<file path="src/rtl/spcs_pkg.sv">
`default_nettype none
// ----------------------------------------------------------------------------
// spcs_pkg
// Shared types, codes, font table and position helpers for the shake
// driven column sequencer.
// ----------------------------------------------------------------------------
package spcs_pkg;

    localparam int MAX_LETTERS_DEF    = 64;
    localparam int SPACER_COLUMNS_DEF = 3;
    localparam int MAX_WINDOW_DEF     = 32;

    localparam int GLYPH_COLS  = 5;
    localparam int FONT_DEPTH  = 26 * GLYPH_COLS;

    // input commands
    localparam logic [1:0] CMD_BEGIN = 2'd0;
    localparam logic [1:0] CMD_CHAR  = 2'd1;
    localparam logic [1:0] CMD_SHAKE = 2'd2;

    // configuration register indexes
    localparam logic [1:0] REG_THRESHOLD  = 2'd0;
    localparam logic [1:0] REG_WINDOW     = 2'd1;
    localparam logic [1:0] REG_SCROLL_MIN = 2'd2;

    localparam logic [14:0] THRESHOLD_RST  = 15'd12000;
    localparam logic [5:0]  WINDOW_RST     = 6'd20;
    localparam logic [6:0]  SCROLL_MIN_RST = 7'd4;

    localparam logic [7:0] CHAR_LOWER_A = 8'h61;
    localparam logic [7:0] CHAR_LOWER_Z = 8'h7A;
    localparam logic [7:0] CHAR_UPPER_A = 8'h41;
    localparam logic [7:0] CHAR_UPPER_Z = 8'h5A;
    localparam logic [7:0] CASE_OFFSET  = 8'h20;

    typedef struct packed {
        logic [5:0] slot;
        logic [2:0] sub;
    } t_pos;

    typedef struct packed {
        logic       fwd;
        t_pos       pos;
        logic [6:0] count;
        logic [6:0] win;
    } t_job;

    typedef enum logic [1:0] {
        BK_IDLE,
        BK_ADVANCE,
        BK_RUN
    } t_back_state;

    localparam logic [4:0] FONT_ROM [FONT_DEPTH] = '{
        5'h1E, 5'h05, 5'h05, 5'h05, 5'h1E,
        5'h1F, 5'h15, 5'h15, 5'h15, 5'h0A,
        5'h0E, 5'h11, 5'h11, 5'h11, 5'h11,
        5'h1F, 5'h11, 5'h11, 5'h0E, 5'h00,
        5'h1F, 5'h15, 5'h15, 5'h15, 5'h11,
        5'h1F, 5'h05, 5'h05, 5'h01, 5'h01,
        5'h0E, 5'h11, 5'h15, 5'h15, 5'h0D,
        5'h1F, 5'h04, 5'h04, 5'h04, 5'h1F,
        5'h11, 5'h11, 5'h1F, 5'h11, 5'h11,
        5'h01, 5'h01, 5'h1F, 5'h01, 5'h0A,
        5'h1F, 5'h04, 5'h0A, 5'h11, 5'h00,
        5'h1F, 5'h10, 5'h10, 5'h10, 5'h10,
        5'h1F, 5'h01, 5'h0A, 5'h01, 5'h1F,
        5'h1F, 5'h01, 5'h02, 5'h04, 5'h1F,
        5'h0E, 5'h11, 5'h11, 5'h11, 5'h0E,
        5'h1F, 5'h01, 5'h01, 5'h01, 5'h02,
        5'h0E, 5'h11, 5'h15, 5'h09, 5'h16,
        5'h1F, 5'h01, 5'h01, 5'h09, 5'h16,
        5'h12, 5'h11, 5'h15, 5'h11, 5'h09,
        5'h01, 5'h01, 5'h1F, 5'h01, 5'h01,
        5'h0F, 5'h10, 5'h10, 5'h10, 5'h0F,
        5'h03, 5'h04, 5'h08, 5'h04, 5'h03,
        5'h1F, 5'h10, 5'h04, 5'h10, 5'h1F,
        5'h1B, 5'h04, 5'h04, 5'h04, 5'h1B,
        5'h03, 5'h04, 5'h08, 5'h04, 5'h03,
        5'h19, 5'h11, 5'h15, 5'h11, 5'h13
    };

    // spacer columns and out-of-range letters are dark
    function automatic logic [4:0] font_col(input logic [4:0] letter, input logic [2:0] sub);
        logic [7:0] idx;
        idx = {1'b0, letter, 2'b00} + {3'b000, letter} + {5'b00000, sub};
        if (letter >= 5'd26 || sub >= 3'(GLYPH_COLS)) begin
            return 5'd0;
        end
        return FONT_ROM[idx];
    endfunction

    // next column, wrapping at the end of the message
    function automatic t_pos pos_inc(input t_pos p, input logic [6:0] cnt,
                                     input logic [2:0] sub_last);
        t_pos q;
        q = p;
        if (p.sub == sub_last) begin
            q.sub  = 3'd0;
            q.slot = ({1'b0, p.slot} == cnt - 7'd1) ? 6'd0 : p.slot + 6'd1;
        end else begin
            q.sub = p.sub + 3'd1;
        end
        return q;
    endfunction

    // previous column, wrapping to the end of the message
    function automatic t_pos pos_dec(input t_pos p, input logic [6:0] cnt,
                                     input logic [2:0] sub_last);
        t_pos q;
        logic [6:0] top;
        q   = p;
        top = cnt - 7'd1;
        if (p.sub == 3'd0) begin
            q.sub  = sub_last;
            q.slot = (p.slot == 6'd0) ? top[5:0] : p.slot - 6'd1;
        end else begin
            q.sub = p.sub - 3'd1;
        end
        return q;
    endfunction

endpackage
`default_nettype wire

</file>
<file path="src/rtl/spcs_ram.sv">
`default_nettype none
// ----------------------------------------------------------------------------
// spcs_ram
// Generic single write port, single read port RAM with registered read.
// ----------------------------------------------------------------------------
module spcs_ram #(
    parameter int WIDTH = 8,
    parameter int DEPTH = 64
) (
    input  wire logic                                       i_clk,
    input  wire logic                                       i_we,
    input  wire logic [((DEPTH > 1) ? $clog2(DEPTH) : 1)-1:0] i_waddr,
    input  wire logic [WIDTH-1:0]                           i_wdata,
    input  wire logic                                       i_re,
    input  wire logic [((DEPTH > 1) ? $clog2(DEPTH) : 1)-1:0] i_raddr,
    output logic      [WIDTH-1:0]                           o_rdata
);

    logic [WIDTH-1:0] r_mem [DEPTH];
    logic [WIDTH-1:0] r_rdata;

    always_ff @(posedge i_clk) begin
        if (i_we) begin
            r_mem[i_waddr] <= i_wdata;
        end
        if (i_re) begin
            r_rdata <= r_mem[i_raddr];
        end
    end

    assign o_rdata = r_rdata;

endmodule
`default_nettype wire

</file>
<file path="src/rtl/spcs_fifo.sv">
`default_nettype none
// ----------------------------------------------------------------------------
// spcs_fifo
// Small register queue with occupancy count, used for jobs and columns.
// ----------------------------------------------------------------------------
module spcs_fifo #(
    parameter int WIDTH = 8,
    parameter int DEPTH = 4
) (
    input  wire logic                         i_clk,
    input  wire logic                         i_rst_n,
    input  wire logic                         i_push,
    input  wire logic [WIDTH-1:0]             i_wdata,
    input  wire logic                         i_pop,
    output logic      [WIDTH-1:0]             o_rdata,
    output logic                              o_empty,
    output logic                              o_full,
    output logic      [$clog2(DEPTH+1)-1:0]   o_count
);
    localparam int PW = (DEPTH > 1) ? $clog2(DEPTH) : 1;
    localparam int CW = $clog2(DEPTH+1);

    logic [WIDTH-1:0] r_mem [DEPTH];
    logic [PW-1:0]    r_wptr, n_wptr;
    logic [PW-1:0]    r_rptr, n_rptr;
    logic [CW-1:0]    r_count, n_count;
    logic             w_do_push, w_do_pop;

    assign o_empty   = (r_count == CW'(0));
    assign o_full    = (r_count == CW'(DEPTH));
    assign o_count   = r_count;
    assign o_rdata   = r_mem[r_rptr];
    assign w_do_push = i_push && !o_full;
    assign w_do_pop  = i_pop && !o_empty;

    always_comb begin
        n_wptr  = r_wptr;
        n_rptr  = r_rptr;
        n_count = r_count;
        if (w_do_push) begin
            n_wptr = (r_wptr == PW'(DEPTH-1)) ? PW'(0) : r_wptr + PW'(1);
        end
        if (w_do_pop) begin
            n_rptr = (r_rptr == PW'(DEPTH-1)) ? PW'(0) : r_rptr + PW'(1);
        end
        if (w_do_push && !w_do_pop) begin
            n_count = r_count + CW'(1);
        end else if (w_do_pop && !w_do_push) begin
            n_count = r_count - CW'(1);
        end
    end

    always_ff @(posedge i_clk) begin
        if (!i_rst_n) begin
            r_wptr  <= '0;
            r_rptr  <= '0;
            r_count <= '0;
        end else begin
            r_wptr  <= n_wptr;
            r_rptr  <= n_rptr;
            r_count <= n_count;
        end
    end

    always_ff @(posedge i_clk) begin
        if (w_do_push) begin
            r_mem[r_wptr] <= i_wdata;
        end
    end

endmodule
`default_nettype wire

</file>
<file path="src/rtl/spcs_front.sv">
`default_nettype none
// ----------------------------------------------------------------------------
// spcs_front
// Takes input words, keeps configuration, message length and window start,
// stores letters and turns shakes into column jobs.
// ----------------------------------------------------------------------------
module spcs_front #(
    parameter int MAX_LETTERS    = spcs_pkg::MAX_LETTERS_DEF,
    parameter int SPACER_COLUMNS = spcs_pkg::SPACER_COLUMNS_DEF,
    parameter int MAX_WINDOW     = spcs_pkg::MAX_WINDOW_DEF
) (
    input  wire logic                  i_clk,
    input  wire logic                  i_rst_n,
    input  wire logic                  i_push,
    output logic                       o_full,
    input  wire logic [1:0]            i_command,
    input  wire logic [7:0]            i_char_code,
    input  wire logic signed [15:0]    i_accel_x,
    input  wire logic                  i_cfg_we,
    input  wire logic [1:0]            i_cfg_addr,
    input  wire logic [14:0]           i_cfg_wdata,
    input  wire logic                  i_back_busy,
    input  wire logic                  i_job_empty,
    input  wire logic                  i_job_full,
    output logic                       o_job_push,
    output spcs_pkg::t_job             o_job,
    output logic                       o_ltr_we,
    output logic [((MAX_LETTERS > 1) ? $clog2(MAX_LETTERS) : 1)-1:0] o_ltr_addr,
    output logic [4:0]                 o_ltr_data
);
    import spcs_pkg::*;

    localparam int AW = (MAX_LETTERS > 1) ? $clog2(MAX_LETTERS) : 1;
    localparam logic [2:0] SubLast = 3'(GLYPH_COLS + SPACER_COLUMNS - 1);

    logic [14:0] r_thresh;
    logic [5:0]  r_win_size;
    logic [6:0]  r_scroll_min;

    logic               r_in_vld, n_in_vld;
    logic [1:0]         r_cmd;
    logic [7:0]         r_char;
    logic signed [15:0] r_accel;

    logic [6:0] r_count, n_count;
    t_pos       r_ws, n_ws;

    logic               w_take, w_accept;
    logic [7:0]         w_upper;
    logic               w_is_lower, w_is_letter;
    logic signed [16:0] w_x, w_thr;
    logic               w_fwd, w_rev;
    logic [6:0]         w_win;

    always_comb begin
        w_take = r_in_vld;
        if (r_cmd == CMD_CHAR && (i_back_busy || !i_job_empty)) begin
            w_take = 1'b0;
        end
        if (r_cmd == CMD_SHAKE && i_job_full) begin
            w_take = 1'b0;
        end
    end

    assign o_full   = r_in_vld && !w_take;
    assign w_accept = i_push && !o_full;

    assign w_is_lower  = r_char inside {[CHAR_LOWER_A:CHAR_LOWER_Z]};
    assign w_upper     = w_is_lower ? (r_char - CASE_OFFSET) : r_char;
    assign w_is_letter = w_upper inside {[CHAR_UPPER_A:CHAR_UPPER_Z]};

    assign w_x   = {r_accel[15], r_accel};
    assign w_thr = signed'({2'b00, r_thresh});
    assign w_fwd = (w_x <= -w_thr);
    assign w_rev = (w_x >= w_thr);
    assign w_win = ({1'b0, r_win_size} > 7'(MAX_WINDOW)) ? 7'(MAX_WINDOW) : {1'b0, r_win_size};

    always_comb begin
        n_in_vld   = r_in_vld;
        n_count    = r_count;
        n_ws       = r_ws;
        o_job_push = 1'b0;
        o_ltr_we   = 1'b0;
        o_job.fwd   = w_fwd;
        o_job.pos   = r_ws;
        o_job.count = r_count;
        o_job.win   = w_win;
        o_ltr_addr  = r_count[AW-1:0];
        o_ltr_data  = 5'(w_upper - CHAR_UPPER_A);

        if (w_take) begin
            n_in_vld = 1'b0;
            case (r_cmd)
                CMD_BEGIN: begin
                    n_count = 7'd0;
                    n_ws    = '0;
                end
                CMD_CHAR: begin
                    if (w_is_letter && r_count < 7'(MAX_LETTERS)) begin
                        o_ltr_we = 1'b1;
                        n_count  = r_count + 7'd1;
                    end
                end
                CMD_SHAKE: begin
                    if ((w_fwd || w_rev) && r_count != 7'd0) begin
                        o_job_push = (w_win != 7'd0);
                        if (r_count >= r_scroll_min) begin
                            n_ws = pos_inc(r_ws, r_count, SubLast);
                        end
                    end
                end
                default: begin
                end
            endcase
        end
        if (w_accept) begin
            n_in_vld = 1'b1;
        end
    end

    always_ff @(posedge i_clk) begin
        if (!i_rst_n) begin
            r_in_vld     <= 1'b0;
            r_count      <= 7'd0;
            r_ws         <= '0;
            r_thresh     <= THRESHOLD_RST;
            r_win_size   <= WINDOW_RST;
            r_scroll_min <= SCROLL_MIN_RST;
        end else begin
            r_in_vld <= n_in_vld;
            r_count  <= n_count;
            r_ws     <= n_ws;
            if (i_cfg_we) begin
                case (i_cfg_addr)
                    REG_THRESHOLD:  r_thresh     <= i_cfg_wdata;
                    REG_WINDOW:     r_win_size   <= i_cfg_wdata[5:0];
                    REG_SCROLL_MIN: r_scroll_min <= i_cfg_wdata[6:0];
                    default: begin
                    end
                endcase
            end
        end
    end

    always_ff @(posedge i_clk) begin
        if (w_accept) begin
            r_cmd   <= i_command;
            r_char  <= i_char_code;
            r_accel <= i_accel_x;
        end
    end

endmodule
`default_nettype wire

</file>
<file path="src/rtl/spcs_back.sv">
`default_nettype none
// ----------------------------------------------------------------------------
// spcs_back
// Walks one job's columns, reads letters from the store and pushes font
// columns into the result queue.
// ----------------------------------------------------------------------------
module spcs_back #(
    parameter int MAX_LETTERS    = spcs_pkg::MAX_LETTERS_DEF,
    parameter int SPACER_COLUMNS = spcs_pkg::SPACER_COLUMNS_DEF,
    parameter int OUT_DEPTH      = 4
) (
    input  wire logic                  i_clk,
    input  wire logic                  i_rst_n,
    input  wire logic                  i_job_empty,
    input  wire spcs_pkg::t_job        i_job,
    output logic                       o_job_pop,
    output logic                       o_busy,
    output logic                       o_rd_en,
    output logic [((MAX_LETTERS > 1) ? $clog2(MAX_LETTERS) : 1)-1:0] o_rd_addr,
    input  wire logic [4:0]            i_rd_data,
    input  wire logic [$clog2(OUT_DEPTH+1)-1:0] i_out_count,
    output logic                       o_out_push,
    output logic [5:0]                 o_out_data
);
    import spcs_pkg::*;

    localparam int AW = (MAX_LETTERS > 1) ? $clog2(MAX_LETTERS) : 1;
    localparam int CW = $clog2(OUT_DEPTH+1);
    localparam logic [2:0] SubLast = 3'(GLYPH_COLS + SPACER_COLUMNS - 1);

    t_back_state r_state, n_state;
    logic        r_fwd, n_fwd;
    t_pos        r_pos, n_pos;
    logic [6:0]  r_count, n_count;
    logic [6:0]  r_win, n_win;
    logic [6:0]  r_left, n_left;

    logic        r_rd_vld;
    logic [2:0]  r_rd_sub;
    logic        r_rd_last;
    logic        w_space;

    // room for one more word counting the read in flight
    assign w_space = ({1'b0, i_out_count} + {{CW{1'b0}}, r_rd_vld}) < (CW+1)'(OUT_DEPTH);

    assign o_busy     = (r_state != BK_IDLE);
    assign o_rd_addr  = r_pos.slot[AW-1:0];
    assign o_out_push = r_rd_vld;
    assign o_out_data = {font_col(i_rd_data, r_rd_sub), r_rd_last};

    always_comb begin
        n_state   = r_state;
        n_fwd     = r_fwd;
        n_pos     = r_pos;
        n_count   = r_count;
        n_win     = r_win;
        n_left    = r_left;
        o_job_pop = 1'b0;
        o_rd_en   = 1'b0;
        case (r_state)
            BK_IDLE: begin
                if (!i_job_empty) begin
                    o_job_pop = 1'b1;
                    n_fwd     = i_job.fwd;
                    n_pos     = i_job.pos;
                    n_count   = i_job.count;
                    n_win     = i_job.win;
                    // reverse run starts at the window's far end
                    if (!i_job.fwd && i_job.win > 7'd1) begin
                        n_left  = i_job.win - 7'd1;
                        n_state = BK_ADVANCE;
                    end else begin
                        n_left  = i_job.win;
                        n_state = BK_RUN;
                    end
                end
            end
            BK_ADVANCE: begin
                n_pos  = pos_inc(r_pos, r_count, SubLast);
                n_left = r_left - 7'd1;
                if (r_left == 7'd1) begin
                    n_left  = r_win;
                    n_state = BK_RUN;
                end
            end
            BK_RUN: begin
                if (w_space) begin
                    o_rd_en = 1'b1;
                    n_pos   = r_fwd ? pos_inc(r_pos, r_count, SubLast)
                                    : pos_dec(r_pos, r_count, SubLast);
                    n_left  = r_left - 7'd1;
                    if (r_left == 7'd1) begin
                        n_state = BK_IDLE;
                    end
                end
            end
            default: begin
                n_state = BK_IDLE;
            end
        endcase
    end

    always_ff @(posedge i_clk) begin
        if (!i_rst_n) begin
            r_state  <= BK_IDLE;
            r_rd_vld <= 1'b0;
        end else begin
            r_state  <= n_state;
            r_rd_vld <= o_rd_en;
        end
    end

    always_ff @(posedge i_clk) begin
        r_fwd   <= n_fwd;
        r_pos   <= n_pos;
        r_count <= n_count;
        r_win   <= n_win;
        r_left  <= n_left;
        if (o_rd_en) begin
            r_rd_sub  <= r_pos.sub;
            r_rd_last <= (r_left == 7'd1);
        end
    end

endmodule
`default_nettype wire

</file>
<file path="src/rtl/shake_pov_column_sequencer_core.sv">
`default_nettype none
// ----------------------------------------------------------------------------
// shake_pov_column_sequencer_core
// Shake driven persistence-of-vision column sequencer, queue style ports.
// ----------------------------------------------------------------------------
// A shake word turns into a run of min(window length, MAX_WINDOW) column
// words; the first one passes through the input register, the job queue,
// the column walker, the letter store read and the result queue, and the rest
// follow one per cycle while the result side keeps popping. A reverse run
// longer than one column first steps to the far end of the window. The column
// rate is set by the single read port of the letter store, one letter read per
// column. Character words wait at the input while a run is queued or in
// progress; begin words never wait, and shake words wait only while two runs
// are already queued ahead of the column walker.
module shake_pov_column_sequencer_core #(
    parameter int MAX_LETTERS    = spcs_pkg::MAX_LETTERS_DEF,
    parameter int SPACER_COLUMNS = spcs_pkg::SPACER_COLUMNS_DEF,
    parameter int MAX_WINDOW     = spcs_pkg::MAX_WINDOW_DEF
) (
    input  wire logic               i_clk,
    input  wire logic               i_rst_n,
    input  wire logic               push,
    output logic                    full,
    input  wire logic [1:0]         i_command,
    input  wire logic [7:0]         i_char_code,
    input  wire logic signed [15:0] i_accel_x,
    output logic                    empty,
    input  wire logic               pop,
    output logic [4:0]              o_column_bits,
    output logic                    o_last,
    input  wire logic               i_cfg_we,
    input  wire logic [1:0]         i_cfg_addr,
    input  wire logic [14:0]        i_cfg_wdata
);
    import spcs_pkg::*;

    localparam int AW        = (MAX_LETTERS > 1) ? $clog2(MAX_LETTERS) : 1;
    localparam int JobDepth  = 2;
    localparam int OutDepth  = 4;
    localparam int JobW      = $bits(t_job);

    logic          w_job_push, w_job_pop, w_job_empty, w_job_full;
    t_job          w_job_in, w_job_out;
    logic [JobW-1:0] w_job_rdata;
    logic [$clog2(JobDepth+1)-1:0] w_job_count;

    logic          w_ltr_we;
    logic [AW-1:0] w_ltr_waddr, w_rd_addr;
    logic [4:0]    w_ltr_wdata, w_rd_data;
    logic          w_rd_en, w_back_busy;

    logic          w_out_push, w_out_full;
    logic [5:0]    w_out_wdata, w_out_rdata;
    logic [$clog2(OutDepth+1)-1:0] w_out_count;

    assign w_job_out = t_job'(w_job_rdata);

    spcs_front #(
        .MAX_LETTERS    (MAX_LETTERS),
        .SPACER_COLUMNS (SPACER_COLUMNS),
        .MAX_WINDOW     (MAX_WINDOW)
    ) u_front (
        .i_clk       (i_clk),
        .i_rst_n     (i_rst_n),
        .i_push      (push),
        .o_full      (full),
        .i_command   (i_command),
        .i_char_code (i_char_code),
        .i_accel_x   (i_accel_x),
        .i_cfg_we    (i_cfg_we),
        .i_cfg_addr  (i_cfg_addr),
        .i_cfg_wdata (i_cfg_wdata),
        .i_back_busy (w_back_busy),
        .i_job_empty (w_job_empty),
        .i_job_full  (w_job_full),
        .o_job_push  (w_job_push),
        .o_job       (w_job_in),
        .o_ltr_we    (w_ltr_we),
        .o_ltr_addr  (w_ltr_waddr),
        .o_ltr_data  (w_ltr_wdata)
    );

    spcs_fifo #(
        .WIDTH (JobW),
        .DEPTH (JobDepth)
    ) u_job_q (
        .i_clk   (i_clk),
        .i_rst_n (i_rst_n),
        .i_push  (w_job_push),
        .i_wdata (w_job_in),
        .i_pop   (w_job_pop),
        .o_rdata (w_job_rdata),
        .o_empty (w_job_empty),
        .o_full  (w_job_full),
        .o_count (w_job_count)
    );

    spcs_ram #(
        .WIDTH (5),
        .DEPTH (MAX_LETTERS)
    ) u_letter_store (
        .i_clk   (i_clk),
        .i_we    (w_ltr_we),
        .i_waddr (w_ltr_waddr),
        .i_wdata (w_ltr_wdata),
        .i_re    (w_rd_en),
        .i_raddr (w_rd_addr),
        .o_rdata (w_rd_data)
    );

    spcs_back #(
        .MAX_LETTERS    (MAX_LETTERS),
        .SPACER_COLUMNS (SPACER_COLUMNS),
        .OUT_DEPTH      (OutDepth)
    ) u_back (
        .i_clk       (i_clk),
        .i_rst_n     (i_rst_n),
        .i_job_empty (w_job_empty),
        .i_job       (w_job_out),
        .o_job_pop   (w_job_pop),
        .o_busy      (w_back_busy),
        .o_rd_en     (w_rd_en),
        .o_rd_addr   (w_rd_addr),
        .i_rd_data   (w_rd_data),
        .i_out_count (w_out_count),
        .o_out_push  (w_out_push),
        .o_out_data  (w_out_wdata)
    );

    spcs_fifo #(
        .WIDTH (6),
        .DEPTH (OutDepth)
    ) u_out_q (
        .i_clk   (i_clk),
        .i_rst_n (i_rst_n),
        .i_push  (w_out_push),
        .i_wdata (w_out_wdata),
        .i_pop   (pop),
        .o_rdata (w_out_rdata),
        .o_empty (empty),
        .o_full  (w_out_full),
        .o_count (w_out_count)
    );

    // column word packs font bits above the last flag
    assign o_column_bits = w_out_rdata[5:1];
    assign o_last        = w_out_rdata[0] && !w_out_full ? w_out_rdata[0] : w_out_rdata[0];

endmodule
`default_nettype wire
</file>
<file path="config.mk">
export PLATFORM = sky130hd
export DESIGN_NAME = shake_pov_column_sequencer_core
export DESIGN_NICKNAME = d
export VERILOG_FILES = /design/src/rtl/spcs_pkg.sv /design/src/rtl/spcs_ram.sv /design/src/rtl/spcs_fifo.sv /design/src/rtl/spcs_front.sv /design/src/rtl/spcs_back.sv /design/src/rtl/shake_pov_column_sequencer_core.sv
export SDC_FILE = /design/constraint.sdc
export NUM_CORES = 1
export LEC_CHECK = 0
export BUFFER_PORTS_ARGS = -buffer_cell sky130_fd_sc_hd__buf_2
export CAP_MARGIN = 0
export CORE_MARGIN = 5
export CORE_UTILIZATION = 35
export DETAILED_ROUTE_END_ITERATION = 12
export PLACE_DENSITY_LB_ADDON = 0.05
export SKIP_CTS_REPAIR_TIMING = 1
export SLEW_MARGIN = 15
export SYNTH_ARGS = -nofsm -noshare
export SYNTH_HDL_FRONTEND = slang
export SYNTH_SLANG_ARGS = --single-unit
export TNS_END_PERCENT = 30
</file>
<file path="constraint.sdc">
create_clock -name i_clk -period 11.8 [get_ports i_clk]
set_input_delay 0.59 -clock i_clk [delete_from_list [all_inputs] [get_ports i_clk]]
set_output_delay 0.59 -clock i_clk [all_outputs]
set_load 0.02 [all_outputs]
</file>
Yosys cells after proc, flatten, opt, wreduce, memory -nomap -nowiden
Memory sizes are Yosys's and may differ from the RTL's. A register that Yosys moved wholly into a read port is not among the register bits.
Index checks and enable logic that the tools add are counted.
{"block": "totals", "reg_bits": 120, "mem_bits_rw": 390, "rom_bits": 1280, "inputBits": 48, "out_inout_bits": 8, "elab_cells": 220, "n_memories": 4}
{"name": "(name not given)", "depth": 256, "word_bits": 5, "read_ports": 1, "rd_ports_with_merged_regs": 0, "wr": 0, "line": "spcs_pkg.sv:90", "source": "return FONT_ROM[idx];"}
{"name": "u_letter_store.r_mem", "depth": 64, "word_bits": 5, "read_ports": 1, "rd_ports_with_merged_regs": 1, "wr": 1, "line": "spcs_ram.sv:19", "source": "logic [WIDTH-1:0] r_mem [DEPTH];"}
{"name": "u_job_q.r_mem", "depth": 2, "word_bits": 23, "read_ports": 1, "rd_ports_with_merged_regs": 1, "wr": 1, "line": "spcs_fifo.sv:23", "source": "logic [WIDTH-1:0] r_mem [DEPTH];"}
{"name": "u_out_q.r_mem", "depth": 4, "word_bits": 6, "read_ports": 1, "rd_ports_with_merged_regs": 1, "wr": 1, "line": "spcs_fifo.sv:23"}
{"block": "op_classes", "add_sub_neg": 25, "magnitude_cmp": 14, "n_eq_ne": 24, "mux": 68, "bitwise_logic": 2, "n_reduce_logical": 57}
{"operator": "$mux 9", "n": 5}
{"operator": "$mux 6", "n": 7}
{"operator": "$mux 7", "n": 5}
{"operator": "$sub 7x1->7 const B", "n": 4}
{"operator": "$pmux 9 s3", "n": 1}
{"operator": "$mux 1", "n": 25}
{"operator": "$mux 2", "n": 11}
{"operator": "$pmux 7 s3", "n": 1}
{"operator": "$mux 5", "n": 4}
{"operator": "$pmux 9 s2", "n": 1}
{"operator": "$le 16x17->1", "n": 1}
{"operator": "$logic_and 1x1->1", "n": 17}
{"operator": "$neg 15->17", "n": 1}
{"operator": "$ge 16x16->1", "n": 1}
{"operator": "$ge 8x7->1 const B", "n": 2}
{"operator": "$le 8x7->1 const B", "n": 2}
{"operator": "$mux 3", "n": 5}
{"operator": "$eq 6x7->1", "n": 2}
{"operator": "$pmux 7 s2", "n": 1}
{"operator": "$reduce_bool 7->1", "n": 2}
{"operator": "$add 6x1->6 const B", "n": 2}
{"operator": "$eq 2x2->1 const B", "n": 6}
{"operator": "$reduce_and 4->1", "n": 3}
{"operator": "$reduce_bool 2->1", "n": 6}
{"operator": "39 further kinds", "n": 75}

Depth between registers and ports, before layout
{"block": "logic_depth", "ltp_word": 12, "ltp_mapped": 19, "mapped_depth_nobuf": 19}

Hierarchy
Synthesis repeated with hierarchy kept, for this count alone.
{"block": "hier_totals", "hier_cells": 1681, "hier_area_um2": 24370.9}
{"module": "spcs_ram", "instances": 1, "cells_each": 610, "area_each_um2": 12818.5}
{"module": "spcs_front", "instances": 1, "cells_each": 463, "area_each_um2": 4429.2}
{"module": "spcs_back", "instances": 1, "cells_each": 426, "area_each_um2": 3821.2}
{"module": "spcs_fifo at u_job_q", "instances": 1, "cells_each": 100, "area_each_um2": 1960.6}
{"module": "spcs_fifo at u_out_q", "instances": 1, "cells_each": 82, "area_each_um2": 1341.3}

Worst setup path before layout
No wires, ideal clock.
{"block": "synth_timing", "path_kind": "reg-to-reg", "start": "register u_front.r_thresh[1]", "end": "memory u_job_q.r_mem[0][0] (netlist bit), enable pin", "setup_ps": 432, "arrival_time_ps": 5300, "required_ps": 11368, "slack_ps": 6068, "path_stages_with_launch": 16, "n_path_buf": 0, "synth_period_minus_slack_ps": 5732, "path_cell_list": "dfxtp_1 inv_1 ha_1 nand4_1 or3_1 or3_1 or4_1 nor2_1 xnor2_1 ha_1 a21o_1 a211o_1 or4b_1 nor3_2 o31ai_2 nor3_1"}
{"block": "synth_between", "elab_chain_len": 10}
{"element": "start: declaration", "line": "spcs_front.sv:36", "source": "logic [14:0] r_thresh;"}
{"element": "start signal: assignment", "line": "spcs_front.sv:135", "source": "REG_THRESHOLD: r_thresh <= i_cfg_wdata;"}
{"element": "$neg 15->17", "line": "spcs_front.sv:74", "source": "assign w_fwd = (w_x <= -w_thr);"}
{"element": "$le 16x17->1", "line": "spcs_front.sv:74"}
{"element": "$logic_or 1x1->1 (*)", "line": "spcs_front.sv:105", "source": "if ((w_fwd || w_rev) && r_count != 7'd0) begin"}
{"element": "$logic_and 1x1->1 (*)", "line": "spcs_front.sv:105"}
{"element": "$mux 1 (*)", "line": "spcs_front.sv:105"}
{"element": "$mux 1 (*)", "line": "spcs_front.sv:93", "source": "case (r_cmd)"}
{"element": "$mux 1 (*)", "line": "spcs_front.sv:91", "source": "if (w_take) begin"}
{"element": "$logic_and 1x1->1 (*)", "line": "spcs_fifo.sv:33", "source": "assign w_do_push = i_push && !o_full;"}
{"element": "$mux 1 (*)", "line": "spcs_fifo.sv:66", "source": "if (w_do_push) begin"}
{"element": "$mux 1 (not written as such) (*)", "line": "spcs_fifo.sv:67", "source": "r_mem[r_wptr] <= i_wdata;"}
{"element": "end: declaration", "line": "spcs_fifo.sv:23"}
Every way passes the cells marked *; elsewhere a longest branch is shown, timed or not.

Worst setup path after layout
{"block": "layout_timing", "start": "register u_front.r_thresh[1]", "end": "memory u_job_q.r_mem[1][1] (netlist bit), enable pin"}
{"block": "layout_between", "elab_chain_len": 10}
{"element": "$neg 15->17", "line": "spcs_front.sv:74"}
{"element": "$le 16x17->1", "line": "spcs_front.sv:74"}
{"element": "$logic_or 1x1->1 (*)", "line": "spcs_front.sv:105"}
{"element": "$logic_and 1x1->1 (*)", "line": "spcs_front.sv:105"}
{"element": "$mux 1 (*)", "line": "spcs_front.sv:105"}
{"element": "$mux 1 (*)", "line": "spcs_front.sv:93"}
{"element": "$mux 1 (*)", "line": "spcs_front.sv:91"}
{"element": "$logic_and 1x1->1 (*)", "line": "spcs_fifo.sv:33"}
{"element": "net u_job_q.w_do_push", "line": "spcs_fifo.sv:27", "source": "logic w_do_push, w_do_pop;"}
{"element": "$mux 1 (*)", "line": "spcs_fifo.sv:66"}
{"element": "$mux 1 (not written as such) (*)", "line": "spcs_fifo.sv:67"}
Mark *: on every way through the listed nets, which the timed path passes. The rest lies on a longest branch.

==> impl_metrics.prom <==
# TYPE chip_impl_metric gauge
chip_impl_metric{name="final_critical_path_setup_slack",unit="ns"} 6.30
chip_impl_metric{name="vias_per_cell",unit=""} 5.12
chip_impl_metric{name="antenna_cells_inserted",unit=""} 0
chip_impl_metric{name="overflow",unit=""} 0
chip_impl_metric{name="initial_utilization",unit="%"} 35.3
chip_impl_metric{name="finClkSkew",unit="ns"} 0.0153
chip_impl_metric{name="met2_usage",unit="%"} 24.0
chip_impl_info{name="clock_tree_from_tritoncts",value="yes"} 1
chip_impl_metric{name="clkTransAtPathRegs",unit="ns"} 0.06
chip_impl_info{name="hold_path.class",value="input pin to flip-flop"} 1
chip_impl_metric{name="clkLatencyLatePin",unit="ns"} 0.61
chip_impl_metric{name="die_y",unit="um"} 270
chip_impl_metric{name="clock-sinks",unit=""} 517
chip_impl_metric{name="ys_types",unit=""} 77
chip_impl_info{name="rsz_0062_raised_after_global_routing",value="false"} 1
chip_impl_metric{name="synthArstFlopShare",unit="%"} 0
chip_impl_metric{name="worst_ep_required_time",unit="ns"} 12.03
chip_impl_metric{name="max-vdd-ir-drop",unit="V"} 0.000143
chip_impl_info{name="yosys.cell_count.top_type",value="sky130_fd_sc_hd__edfxtp_1"} 1
chip_impl_metric{name="synth-warning-count",unit=""} 0
chip_impl_metric{name="avgRoutedWirePerCell",unit="um"} 21.4
chip_impl_info{name="critPathLaunch",value="u_front.r_thresh[1]"} 1
chip_impl_metric{name="maximum_number_of_pins_on_one_net_before_global_route_repair",unit=""} 67
chip_impl_metric{name="use_met3",unit="%"} 2.51
chip_impl_metric{name="drc",unit=""} 0
chip_impl_metric{name="worst-slew-pin-transition",unit="ns"} 1.10
chip_impl_metric{name="gp_congestion",unit=""} 0.774
chip_impl_metric{name="drt-pass1-iter-count",unit=""} 5
chip_impl_info{name="reg2reg_from",value="u_front.r_thresh[1]"} 1
chip_impl_metric{name="route.antenna.remaining_nets",unit=""} 0
chip_impl_metric{name="ys_seq_elements",unit=""} 517
chip_impl_metric{name="route.vias.total",unit=""} 13261
chip_impl_metric{name="syn_inst",unit=""} 1612
chip_impl_info{name="outcome",value="completed"} 1
chip_impl_metric{name="rows",unit=""} 95
chip_impl_metric{name="design.final.nets",unit=""} 1807
chip_impl_metric{name="die_area",unit="um2"} 73100
chip_impl_info{name="worstSetupPathType",value="flip-flop to flip-flop"} 1
chip_impl_metric{name="maxSlewHeadroom",unit="%"} 26.7
chip_impl_metric{name="drt_wl_total",unit="mm"} 55.4
chip_impl_metric{name="placement.io_buffers",unit=""} 55
chip_impl_metric{name="flow.area_growth_from_synthesis",unit="%"} 12.6
chip_impl_metric{name="max_freq",unit="MHz"} 182
chip_impl_metric{name="layout.filler_cells",unit=""} 6190
chip_impl_metric{name="antenna_found_initial",unit=""} 0
chip_impl_metric{name="synth_sequential_area_ratio",unit="%"} 62.8
chip_impl_info{name="worst_setup_path_endpoint",value="u_job_q.r_mem[1][1]"} 1
chip_impl_metric{name="place_ws",unit="ns"} 6.22
chip_impl_metric{name="fin_setup_tns",unit="ns"} 0
chip_impl_metric{name="die_w",unit="um"} 270
chip_impl_metric{name="cts.path.max_buffers",unit=""} 3
chip_impl_metric{name="cts_made_buffers",unit=""} 57
chip_impl_metric{name="biggest_fanout_along_the_worst_timing_path",unit=""} 23
chip_impl_metric{name="syn-mean-instance-area",unit="um2"} 14.7
chip_impl_metric{name="rr_worst_depth",unit=""} 16
chip_impl_info{name="worst_reg2reg_endpoint",value="u_job_q.r_mem[1][1]"} 1
chip_impl_metric{name="count_of_endpoints_failing_setup_in_the_final_report",unit=""} 0
chip_impl_metric{name="clock_tree.htree_level_count",unit=""} 2
chip_impl_metric{name="global_route.usage.total",unit="%"} 15.1
chip_impl_metric{name="reg2reg_setup_slack",unit="ns"} 6.30
chip_impl_metric{name="detailedRoute.firstIterationViolations",unit=""} 1010
chip_impl_info{name="critPathCaptureType",value="flip-flop"} 1
chip_impl_info{name="synth_largest_area_cell",value="sky130_fd_sc_hd__edfxtp_1"} 1
chip_impl_metric{name="place_hpwl",unit="mm"} 36.1
chip_impl_info{name="clock_tree.root_cell",value="sky130_fd_sc_hd__clkbuf_16"} 1
chip_impl_info{name="globalRoute.busiestLayer",value="met2"} 1
chip_impl_metric{name="grt_pass1_wl",unit="mm"} 85.8
chip_impl_metric{name="netlist.area_leader.share",unit="%"} 57.6
chip_impl_metric{name="cp_data_arrival_time",unit="ns"} 5.73
chip_impl_metric{name="syn_nets",unit=""} 1751
chip_impl_metric{name="top_level_ports",unit=""} 56
chip_impl_info{name="synth_commonest_cells",value="455 x sky130_fd_sc_hd__edfxtp_1, 153 x sky130_fd_sc_hd__nor2_1, 113 x sky130_fd_sc_hd__mux4_2"} 1
chip_impl_info{name="synth_top_flop_cell",value="sky130_fd_sc_hd__edfxtp_1"} 1
chip_impl_metric{name="power_leakage",unit="nW"} 9.09
chip_impl_metric{name="totalPowerFinal",unit="mW"} 6.75
chip_impl_metric{name="via_count_of_the_first_global_routing_pass",unit=""} 13706
chip_impl_metric{name="final_hold_vio_count",unit=""} 0
chip_impl_metric{name="synthesis.area",unit="um2"} 23700
chip_impl_metric{name="post-route-min-period",unit="ns"} 5.50
chip_impl_info{name="post_synth_main_area_contributors",value="sky130_fd_sc_hd__edfxtp_1 58%, sky130_fd_sc_hd__mux4_2 11%, sky130_fd_sc_hd__dfxtp_1 5.2%"} 1
chip_impl_metric{name="timing.final.crit_share",unit="%"} 46.6
chip_impl_metric{name="synth_enable_flop_cells",unit=""} 455
chip_impl_metric{name="cap_viol_max_count",unit=""} 0
chip_impl_metric{name="drv_slew",unit=""} 0
chip_impl_metric{name="met1_usage",unit="%"} 21.9
chip_impl_metric{name="power_density",unit="nW/um2"} 253
chip_impl_metric{name="fraction_of_final_layout_cells_sized_beyond_drive_strength_1",unit="%"} 17.5
chip_impl_info{name="timing.critical_path.from_type",value="flip-flop"} 1
chip_impl_metric{name="core",unit="um2"} 67200
[sequential cells by signal, indices dropped and copies added (netlist names), 6 cells and up, named ones only]
register,count
u_front.r_char,8
u_front.o_job,9
u_front.r_scroll_min,7
u_back.o_rd_addr,6
u_back.r_left,7
u_back.r_win,6
u_job_q.r_mem,46
u_front.r_accel,16
u_front.r_count,7
u_out_q.r_mem,24
u_letter_store.r_mem,320
u_front.r_win_size,6
u_front.r_thresh,15
u_back.r_count,7
[per-layer routing]
layer,routed length [um],vias to the layer above
met5,0,-
met4,918,0
met3,2260,65
met2,26000,252
met1,26200,6638
li1,-,6306
[critical path, cell delays in order (launching register included)]
cell	delay [ns]
sky130_fd_sc_hd__dfxtp_1	0.33
sky130_fd_sc_hd__inv_1	0.11
sky130_fd_sc_hd__ha_1	0.22
sky130_fd_sc_hd__nand4_1	0.15
sky130_fd_sc_hd__or3_1	0.37
sky130_fd_sc_hd__or3_1	0.37
sky130_fd_sc_hd__or4_1	0.47
sky130_fd_sc_hd__nor2_1	0.14
sky130_fd_sc_hd__xnor2_1	0.13
sky130_fd_sc_hd__ha_1	0.26
sky130_fd_sc_hd__a21o_1	0.18
sky130_fd_sc_hd__a211o_1	0.29
sky130_fd_sc_hd__or4b_1	0.49
sky130_fd_sc_hd__nor3_2	0.20
sky130_fd_sc_hd__o31ai_2	0.23
sky130_fd_sc_hd__nor2_1	0.26
sky130_fd_sc_hd__and2_1	0.90
[logic make-up (layout without fill, tap and decap cells)]
group / after synthesis / after routing / synth area share (%)
multiplexers: 162 / 162 / 12.9
adder cells (fa/ha/maj): 91 / 91 / 4.90
AO/OA/AOI/OAI: 216 / 216 / 6.17
buffers and inverters: 145 / 248 / 2.52
XOR/XNOR: 66 / 66 / 2.50
AND/OR/NAND/NOR: 415 / 415 / 8.20
flip-flops: 517 / 517 / 62.8
[how the worst min path moves through the flow]
stage	start	end	slack [ns]	depth (start not counted)
floorplan	u_front.o_job[19]	u_job_q.r_mem[0][18]	0.42	0
global placement	u_front.r_thresh[1]	u_front.r_thresh[1]	0.47	2
detailed placement	u_job_q.r_rptr	flip-flop	0.48	2
CTS	i_accel_x[0]	u_front.r_accel[0]	0.09	1
global route	i_accel_x[0]	u_front.r_accel[0]	0.11	1
finish	i_accel_x[3]	u_front.r_accel[3]	0.15	1
[power breakdown]
group	total [mW]	internal (mW)	switching, mW	leakage (nW)
clock network	1.65	0.930	0.723	0.848
logic	2.80	1.15	1.64	3.57
registers	2.30	2.20	0.0974	4.67
total	6.75	4.29	2.47	9.09
[stage by stage]
stage                     instances  utilization, %  area (um2)  hold WS, ns
after detailed placement       2482            37.2       25000        0.484
after CTS                      2588            39.8       26700       0.0933
after floorplan                1612               -       23700        0.424
final                          2588            39.8       26700        0.150
after global routing           2588            39.8       26700        0.105
after global placement         2482            37.2       25000        0.474
[area by class of cell]
| cell class | count | area, um2 | area share (%) |
|---|---|---|---|
| Clock inverter | 31 | 198 | 0.740 |
| Timing Repair Buffer | 77 | 440 | 1.65 |
| Multi-Input combinational cell | 950 | 8290 | 31.1 |
| Tap cell | 873 | 1090 | 4.09 |
| Clock buffer | 75 | 1530 | 5.71 |
| Sequential cell | 517 | 14900 | 55.8 |
| Inverter | 65 | 245 | 0.919 |
[layout by cell type, fill, tap and decap left out, types with 15 or more instances in the layout]
cell type,netlist,layout
sky130_fd_sc_hd__edfxtp_1,455,455
sky130_fd_sc_hd__buf_2,12,55
sky130_fd_sc_hd__nor2_1,153,153
sky130_fd_sc_hd__mux4_2,113,113
sky130_fd_sc_hd__mux2_2,15,15
sky130_fd_sc_hd__clkinv_2,0,16
sky130_fd_sc_hd__clkbuf_16,0,58
sky130_fd_sc_hd__ha_1,88,88
sky130_fd_sc_hd__nor2b_1,20,19
sky130_fd_sc_hd__a21oi_1,45,45
sky130_fd_sc_hd__clkbuf_1,54,16
sky130_fd_sc_hd__buf_4,0,22
sky130_fd_sc_hd__xor2_1,30,26
sky130_fd_sc_hd__nand2_1,102,102
sky130_fd_sc_hd__nor3_1,24,23
sky130_fd_sc_hd__mux2i_1,33,33
sky130_fd_sc_hd__o21ai_0,36,36
sky130_fd_sc_hd__nand3_1,30,30
sky130_fd_sc_hd__xnor2_1,35,35
sky130_fd_sc_hd__inv_1,63,61
sky130_fd_sc_hd__dfxtp_1,62,62
(Power assumes the default switching activity.)
